<file path="config.mk">
export PLATFORM = sky130hd
export DESIGN_NAME = tepq_cell
export DESIGN_NICKNAME = d
export VERILOG_FILES = /design/src/hw/rtl/tepq_pkg.sv /design/src/hw/rtl/tepq_cell.sv
export SDC_FILE = /design/constraint.sdc
export NUM_CORES = 1
export LEC_CHECK = 0
export BUFFER_PORTS_ARGS = -buffer_cell sky130_fd_sc_hd__buf_2
export CAP_MARGIN = 20
export CORE_AREA = 4 4 113 115
export DETAILED_ROUTE_END_ITERATION = 6
export DIE_AREA = 0 0 117 119
export GPL_TIMING_DRIVEN = 0
export PLACE_DENSITY = 0.88
export SYNTH_ARGS = -nofsm -noshare
export SYNTH_HDL_FRONTEND = slang
export SYNTH_SLANG_ARGS = --single-unit
</file>
<file path="constraint.sdc">
create_clock -name clk -period 21.6 [get_ports clk]
set_input_delay 2.16 -clock clk [delete_from_list [all_inputs] [get_ports clk]]
set_output_delay 2.16 -clock clk [all_outputs]
set_load 0.02 [all_outputs]
</file>
<file path="src/hw/rtl/tepq_pkg.sv">
// Shared types and constants for the timed event priority queue.
// No dependencies; every other file of the block refers to it by scoped names.
package tepq_pkg;

	localparam int ENTRIES   = 64;
	localparam int TICK_BITS = 32;
	localparam int CNT_W     = $clog2(ENTRIES + 1);

	// removed-count tree: groups of eight kill bits, then one sum over the groups
	localparam int GRP   = 8;
	localparam int NGRP  = (ENTRIES + GRP - 1) / GRP;
	localparam int GRP_W = $clog2(GRP + 1);

	typedef enum logic [1:0] {
		FN_SCHED      = 2'd0,
		FN_CANCEL_ID  = 2'd1,
		FN_CANCEL_TAG = 2'd2,
		FN_POP        = 2'd3
	} func_t;

	typedef enum logic [1:0] {
		ST_OK    = 2'd0,
		ST_FULL  = 2'd1,
		ST_LATE  = 2'd2,
		ST_EMPTY = 2'd3
	} status_t;

	typedef enum logic [2:0] {
		CMD_HOLD,
		CMD_INSERT,
		CMD_POP,
		CMD_MARK_ID,
		CMD_MARK_TAG,
		CMD_COMPACT
	} cell_cmd_t;

	typedef struct packed {
		logic [15:0]          id;
		logic [15:0]          tag;
		logic [TICK_BITS-1:0] tick;
		logic [7:0]           prio;
	} slot_t;

	// broadcast to every cell of the row
	typedef struct packed {
		cell_cmd_t cmd;
		slot_t     key;
	} cell_ctl_t;

endpackage

</file>
<file path="src/hw/rtl/tepq_cell.sv">
// One slot of the sorted event row; among the cells it talks only to its two neighbors.
// Depends on tepq_pkg for the slot and command types.
module tepq_cell (
	input  logic                clk,
	input  logic                arst_n,
	input  tepq_pkg::cell_ctl_t ctl,
	input  logic                left_valid,
	input  tepq_pkg::slot_t     left_data,
	input  logic                left_before,
	input  logic                right_valid,
	input  tepq_pkg::slot_t     right_data,
	output logic                valid,
	output tepq_pkg::slot_t     data,
	output logic                ahead,
	output logic                hit
);

	logic            valid_q;
	tepq_pkg::slot_t data_q;
	logic            valid_d;
	tepq_pkg::slot_t data_d;

	// this entry is served ahead of the key being inserted
	assign ahead = valid_q && ((data_q.tick < ctl.key.tick) ||
		((data_q.tick == ctl.key.tick) && (data_q.prio > ctl.key.prio)));

	always_comb begin
		hit = 1'b0;
		if (ctl.cmd == tepq_pkg::CMD_MARK_ID) begin
			hit = valid_q && (data_q.id == ctl.key.id);
		end else if (ctl.cmd == tepq_pkg::CMD_MARK_TAG) begin
			hit = valid_q && (data_q.tag == ctl.key.tag);
		end
	end

	always_comb begin
		valid_d = valid_q;
		data_d  = data_q;
		case (ctl.cmd)
			tepq_pkg::CMD_INSERT: begin
				if (!ahead) begin
					if (left_before) begin
						valid_d = 1'b1;
						data_d  = ctl.key;
					end else begin
						valid_d = left_valid;
						data_d  = left_data;
					end
				end
			end
			tepq_pkg::CMD_POP: begin
				valid_d = right_valid;
				data_d  = right_data;
			end
			tepq_pkg::CMD_MARK_ID, tepq_pkg::CMD_MARK_TAG: begin
				if (hit) begin
					valid_d = 1'b0;
				end
			end
			tepq_pkg::CMD_COMPACT: begin
				// a hole swaps with a live right neighbor; the pairs never overlap
				if (!valid_q && right_valid) begin
					valid_d = 1'b1;
					data_d  = right_data;
				end else if (valid_q && !left_valid) begin
					valid_d = 1'b0;
				end
			end
			default: begin
			end
		endcase
	end

	always_ff @(posedge clk or negedge arst_n) begin
		if (!arst_n) begin
			valid_q <= 1'b0;
		end else begin
			valid_q <= valid_d;
		end
	end

	always_ff @(posedge clk) begin
		data_q <= data_d;
	end

	assign valid = valid_q;
	assign data  = data_q;

endmodule
</file>
==> results_dict.tcl, run 1 <==
set metrics [dict create \
    synth_top_cell_area_share 0.417 \
    routed_wl_um 16800 \
    synth_seq_cells 73 \
    cap_viol_max_count 0 \
    nNetsFinal 1101 \
    p_leak_nw 3.54 \
    instances_no_fill 990 \
    ir_drop_mv 0.0387 \
    rr_startpoint "data[37]" \
    synth_top_cell_by_area "edfxtp_1" \
    hp-start "valid" \
    relSlewSlack 0.397 \
    cts_made_buffers 9 \
    finClkSkew_ps 11.6 \
    required_ps 19440 \
    crit_arrival_ps 4130 \
    setup_tns_ps 0 \
    power_frac_seq 0.400 \
    antenna_found_initial 1 \
    place_hpwl_um 13900 \
    cts_resized 0 \
    r2r-end "data[41]" \
    io_pins 299 \
    drv_slew 0 \
    finalHoldViolations 0 \
    initial_core_util 0.439 \
    cts_tree "done" \
    ys_seq_area_frac 0.422 \
    syn_inst 527 \
    syn_to_final_growth_pct 38.9 \
    crit_path_end_kind "output port" \
    syn-num-nets 791 \
    die_w_um 117 \
    cts.sinks 73 \
    status "complete, no violations" \
    reg2regPathDepth 7 \
    p_sw_mw 0.137 \
    tightest_slew_ps 901 \
    intPower_mw 0.315 \
    cp_cell_sequence "buf_2 -> inv_1 -> ha_1 -> a21oi_1 -> nor2_1 -> a211oi_1 -> o31ai_1 -> nor4_1 -> a22o_1 -> buf_2" \
    vias 5167 \
    syn_area_per_cell_sq_um 9.84 \
    period_needed_ps 6290 \
    rrSetupSlack_ps 18400 \
    clockBufferDepth 2 \
    grt_pass1_wl_um 25200 \
    post_cts_buffers 0 \
    clk_pin_slew_ps 60 \
    grt_overflow 0 \
    port_buffers 297 \
    die_h_um 119 \
    p_clk_frac 0.324 \
    cts_root_buf "clkbuf_16" \
    yosys_warnings 0 \
    hold_slack_ps 835 \
    avgRoutedWirePerCell_um 17.0 \
    grt_pass1_vias 5290 \
    initialDrtViolationCount 206 \
    core_sq_um 11800 \
    synthDistinctLibCells 40 \
    hold_buffers 0 \
    finalCritPeriodShare 0.291 \
    setup_viol 0 \
    dieArea_sq_um 13900 \
    powerDensity_nw_per_um2 62.8 \
    startpoint_type "input port" \
    drtPass1Iterations 5 \
    crit_type "input port to output port" \
    hold_path.class "register to register" \
    netlist_area_sq_um 5180 \
    drive_gt1_frac 0.392 \
    crit_top_cell "buf_2" \
    ant_nets 0 \
    combPwrFrac 0.276 \
    row_count 40 \
    min_path_cells 3 \
    grt_setup_unrepaired "false" \
    post-route-drc-count 0 \
    h-tree-depth 3 \
    fmax_mhz 159 \
    synth.area.top_cells "edfxtp_1 (42%), mux2i_1 (14%), ha_1 (9.7%)" \
    place_congestion 0.862 \
    p_sw_frac 0.304 \
    grt_max_degree 28 \
    cpPeakStageDelay_ps 390 \
    worstHoldEndpoint "valid" \
    cp_max_fo 3 \
    via_per_inst 5.22 \
    track_usage 0.233 \
    dp_cells 973 \
    clock_latency_ps 330 \
    cpMaxStageDelayCell "a22o_1" \
]
-- per-stage QoR --
stage                     utilization  setup slack (ps)  power, mW  area (sq um)
after floorplan                     -             12530      0.256          5180
after global placement          0.580              9680      0.307          6860
after detailed placement        0.585             15310      0.309          6910
after CTS                       0.610             15310      0.456          7200
after global routing            0.610             15240      0.476          7200
final                           0.610             15310      0.452          7200
-- power by group through the flow --
stage / Clock [mW] / Sequential [mW] / Combinational (mW)
finish: 0.147 / 0.181 / 0.125
CTS: 0.149 / 0.181 / 0.126
detailed placement: 0 / 0.184 / 0.125
floorplan: 0 / 0.200 / 0.0561
global route: 0.156 / 0.182 / 0.138
global placement: 0 / 0.187 / 0.120
-- cells in the final DEF, fill, tap and decap left out, drive strengths merged --
cell type | Yosys | routed
nor2b | 5 | 5
a21o | 4 | 4
nor3 | 6 | 6
bufinv | 0 | 1
nor4 | 4 | 4
dfrtp | 1 | 1
ha | 40 | 40
a31oi | 2 | 2
nor2 | 81 | 81
clkinvlp | 0 | 1
a311oi | 1 | 1
nand4b | 1 | 1
clkinv | 0 | 5
and3 | 1 | 1
and2 | 1 | 1
xnor2 | 25 | 25
clkbuf | 8 | 17
a221o | 2 | 2
inv | 42 | 42
mux2i | 72 | 72
xor2 | 7 | 7
nand3 | 3 | 3
nand2 | 8 | 8
diode | 0 | 1
a32o | 1 | 1
a211oi | 3 | 3
o21ai | 9 | 9
a22o | 1 | 1
a21oi | 87 | 87
nand2b | 2 | 2
o31a | 1 | 1
o21bai | 1 | 1
nand4 | 16 | 16
edfxtp | 72 | 72
buf | 17 | 316
and2b | 1 | 1
o31ai | 2 | 2
-- flip-flops by register name, indices dropped and copies added, names as in the netlist --
register  count
valid         1
data         72
-- synthesized netlist by cell type (all sizes together) --
library cell	count
o31ai	2
ha	40
nand2b	2
and2b	1
o21bai	1
nor4	4
xor2	7
a32o	1
a21oi	87
o31a	1
a31oi	2
a21o	4
a211oi	3
nor2	81
and3	1
clkbuf	8
o21ai	9
a22o	1
nand3	3
a311oi	1
buf	17
edfxtp	72
and2	1
mux2i	72
nand4	16
nand2	8
dfrtp	1
a221o	2
nand4b	1
nor3	6
nor2b	5
inv	42
xnor2	25
-- layer usage --
layer,vias to the layer above,global-route usage,share of wire
met4,0,0.0832,0.023
met5,-,0,0
met2,246,0.420,0.51
met1,2365,0.261,0.38
met3,30,0.0569,0.084
li1,2526,-,-
-- worst max-delay path, delay by kind of cell --
kind	cells	cell delay, ps
adder cells (fa/ha/maj)	1	310
AND/OR/NAND/NOR	2	440
buffers and inverters	3	360
AO/OA/AOI/OAI	4	860
-- layout make-up --
class,count,area (sq um)
plain buffers,25,116
flip-flops and latches,73,2190
clock inverters,7,61.3
diodes,1,2.50
multi-input cells,387,2740
inverters,42,158
clock buffers,9,225
well taps,147,184
repair buffers,299,1530
fillers,1016,4610
-- how the worst max path moves through the flow --
stage | startpoint | endpoint | slack [ps]
after global routing | ctl[29] | ahead | 15240
after global placement | ctl[37] | data[18] | 9680
after detailed placement | ctl[29] | ahead | 15310
after CTS | ctl[29] | ahead | 15310
after floorplan | ctl[22] | data[0] | 12530
final | ctl[29] | ahead | 15310
-- cells by family (layout without fill, tap and decap cells) --
family                   after synthesis  in the layout  share of synthesized area
adder cells (fa/ha/maj)               40             40                     0.0965
multiplexers                          72             72                      0.139
AO/OA/AOI/OAI                        114            114                      0.121
XOR/XNOR                              32             32                     0.0541
buffers and inverters                 67            382                     0.0528
other                                  0              1                          0
AND/OR/NAND/NOR                      129            129                      0.115
flip-flops                            73             73                      0.422
Power figures use the tool's default switching activity.
==> inputs of run 2 (changes only) <==
Settings changed: CORE_AREA 4 4 113 115 to not set, CORE_MARGIN set to 4, CORE_UTILIZATION set to 45, DIE_AREA 0 0 117 119 to not set, PLACE_DENSITY 0.88 to 0.9.
Clock period 21.6 ns to 6.2 ns, I/O delays scaled along.
==> run 2 against run 1 <==
  * Register-to-register slack lost 15000 ps
  * Global-route usage up 1.5 points
  * Total power increased to 3.5 times the previous value
  * Critical path depth decreased by 1
  * First-iteration DRC count increased by 26%
  * Worst setup slack worse by 12000 ps
  * Largest power group unchanged
==> results_dict.tcl, run 2 (synthesized netlist as in run 1, its figures left out) <==
set metrics [dict create \
    status "complete, no violations" \
    final_common_cell "buf_2" \
    post-route-drc-count 0 \
    drv_slew 0 \
    hold_buffers 0 \
    dp_cells 967 \
    ir_drop_mv 0.108 \
    finalCritPeriodShare 0.500 \
    cpMaxStageDelayCell "a22o_1" \
    critical_path_buf_inv_count 3 \
    required_ps 5580 \
    via_per_inst 5.31 \
    die_h_um 115 \
    met3_usage 0.0521 \
    grt_setup_unrepaired "false" \
    cts.sinks 73 \
    drive_gt1_frac 0.391 \
    cpPeakStageDelay_ps 340 \
    final_cell_area_sq_um 7230 \
    relSlewSlack 0.493 \
    initialDrtViolationCount 260 \
    fmax_mhz 323 \
    post_cts_buffers 0 \
    track_usage 0.248 \
    vias 5223 \
    setup_viol 0 \
    die_w_um 115 \
    syn_to_final_growth_pct 39.5 \
    core_sq_um 11100 \
    p_leak_nw 3.55 \
    startpoint_type "input port" \
    nNetsFinal 1102 \
    cts_resized 0 \
    powerDensity_nw_per_um2 218 \
    port_buffers 297 \
    crit_top_cell "buf_2" \
    io_pins 299 \
    initial_core_util 0.468 \
    largest_reg_flops 72 \
    grt_max_degree 24 \
    cp_max_fo 3 \
    grt_pass1_wl_um 25600 \
    final_cell_mix "buf_2 (306), a21oi_1 (86), nor2_1 (81)" \
    place_congestion 0.889 \
    crit_family "compound AO/OA/AOI/OAI gates" \
    postPlaceCellArea_sq_um 6940 \
    clock_latency_ps 320 \
    place_hpwl_um 14000 \
    crit_path_end_kind "output port" \
    power.total_mw 1.58 \
    clk_pin_slew_ps 50 \
    routed_wl_um 17100 \
    cts_tree "done" \
    setup_tns_ps 0 \
    finalHoldViolations 0 \
    cap_viol_max_count 0 \
    finClkSkew_ps 10.8 \
    hold_path.class "input port to async pin" \
    cts_made_buffers 9 \
    cts_root_buf "clkbuf_16" \
    grtUsageMet1 0.289 \
    ant_nets 0 \
    avgRoutedWirePerCell_um 17.3 \
    tightest_slew_ps 761 \
    crit_arrival_ps 2480 \
    fillers 923 \
    grt_pass1_vias 5222 \
    use_met2 0.453 \
    grt_overflow 0 \
    crit_type "input port to output port" \
    drtPass1Iterations 5 \
    cp_cell_sequence "buf_2 -> inv_1 -> ha_1 -> a21oi_1 -> o21ai_0 -> a221o_1 -> o31ai_1 -> a22o_1 -> buf_2" \
    period_needed_ps 3100 \
    dieArea_sq_um 13300 \
    instances_no_fill 984 \
    row_count 38 \
    h-tree-depth 3 \
    clockBufferDepth 2 \
    grt.busiest_layer "met2" \
    antenna_found_initial 1 \
]
-- run 2: changes by cell type in the layout (fill, tap and decap cells not counted) --
cell,change
buf_12,-1
buf_16,+2
clkbuf_1,+1
clkinv_2,-2
clkinvlp_4,+1
-- run 2: routing by layer --
layer | part of all wire | wire length (um)
met5 | 0 | 0
met4 | 0.025 | 426
met3 | 0.093 | 1580
met2 | 0.51 | 8750
met1 | 0.37 | 6310
-- run 2: through the flow --
| stage | utilization | hold WS [ps] | setup WS [ps] |
|---|---|---|---|
| after floorplan | - | 324 | 618 |
| after global placement | 0.618 | 415 | -1170 |
| after detailed placement | 0.626 | 413 | 2790 |
| after CTS | 0.652 | 74.7 | 3070 |
| after global routing | 0.653 | 66.3 | 2890 |
| final | 0.653 | 82.6 | 3100 |
-- run 2: final timing paths --
kind	slack, ps	end	startpoint	cells after the start
max	3100	ahead	ctl[11]	9
max in group asynchronous	6020	valid	arst_n	1
min in group clk	620	data[34]	right_data[34]	3
min	80	valid	arst_n	1
max reg2reg	3120	data[20]	data[35]	8
min reg2reg	1000	valid	valid	3
-- run 2: layout make-up --
type	count	area (sq um)	share of cell area
Multi-Input combinational cell	387	2740	0.378
Sequential cell	73	2190	0.302
Timing Repair Buffer	300	1570	0.217
Clock buffer	10	229	0.0317
Tap cell	140	175	0.0242
Inverter	42	158	0.0218
Buffer	25	116	0.0161
Clock inverter	6	58.8	0.00813
Antenna cell	1	2.50	0.000346
-- run 2: power breakdown --
part	switching [mW]	leakage, nW	internal [mW]
clock network	0.195	0.136	0.309
logic	0.250	2.73	0.190
registers	0.0288	0.681	0.604
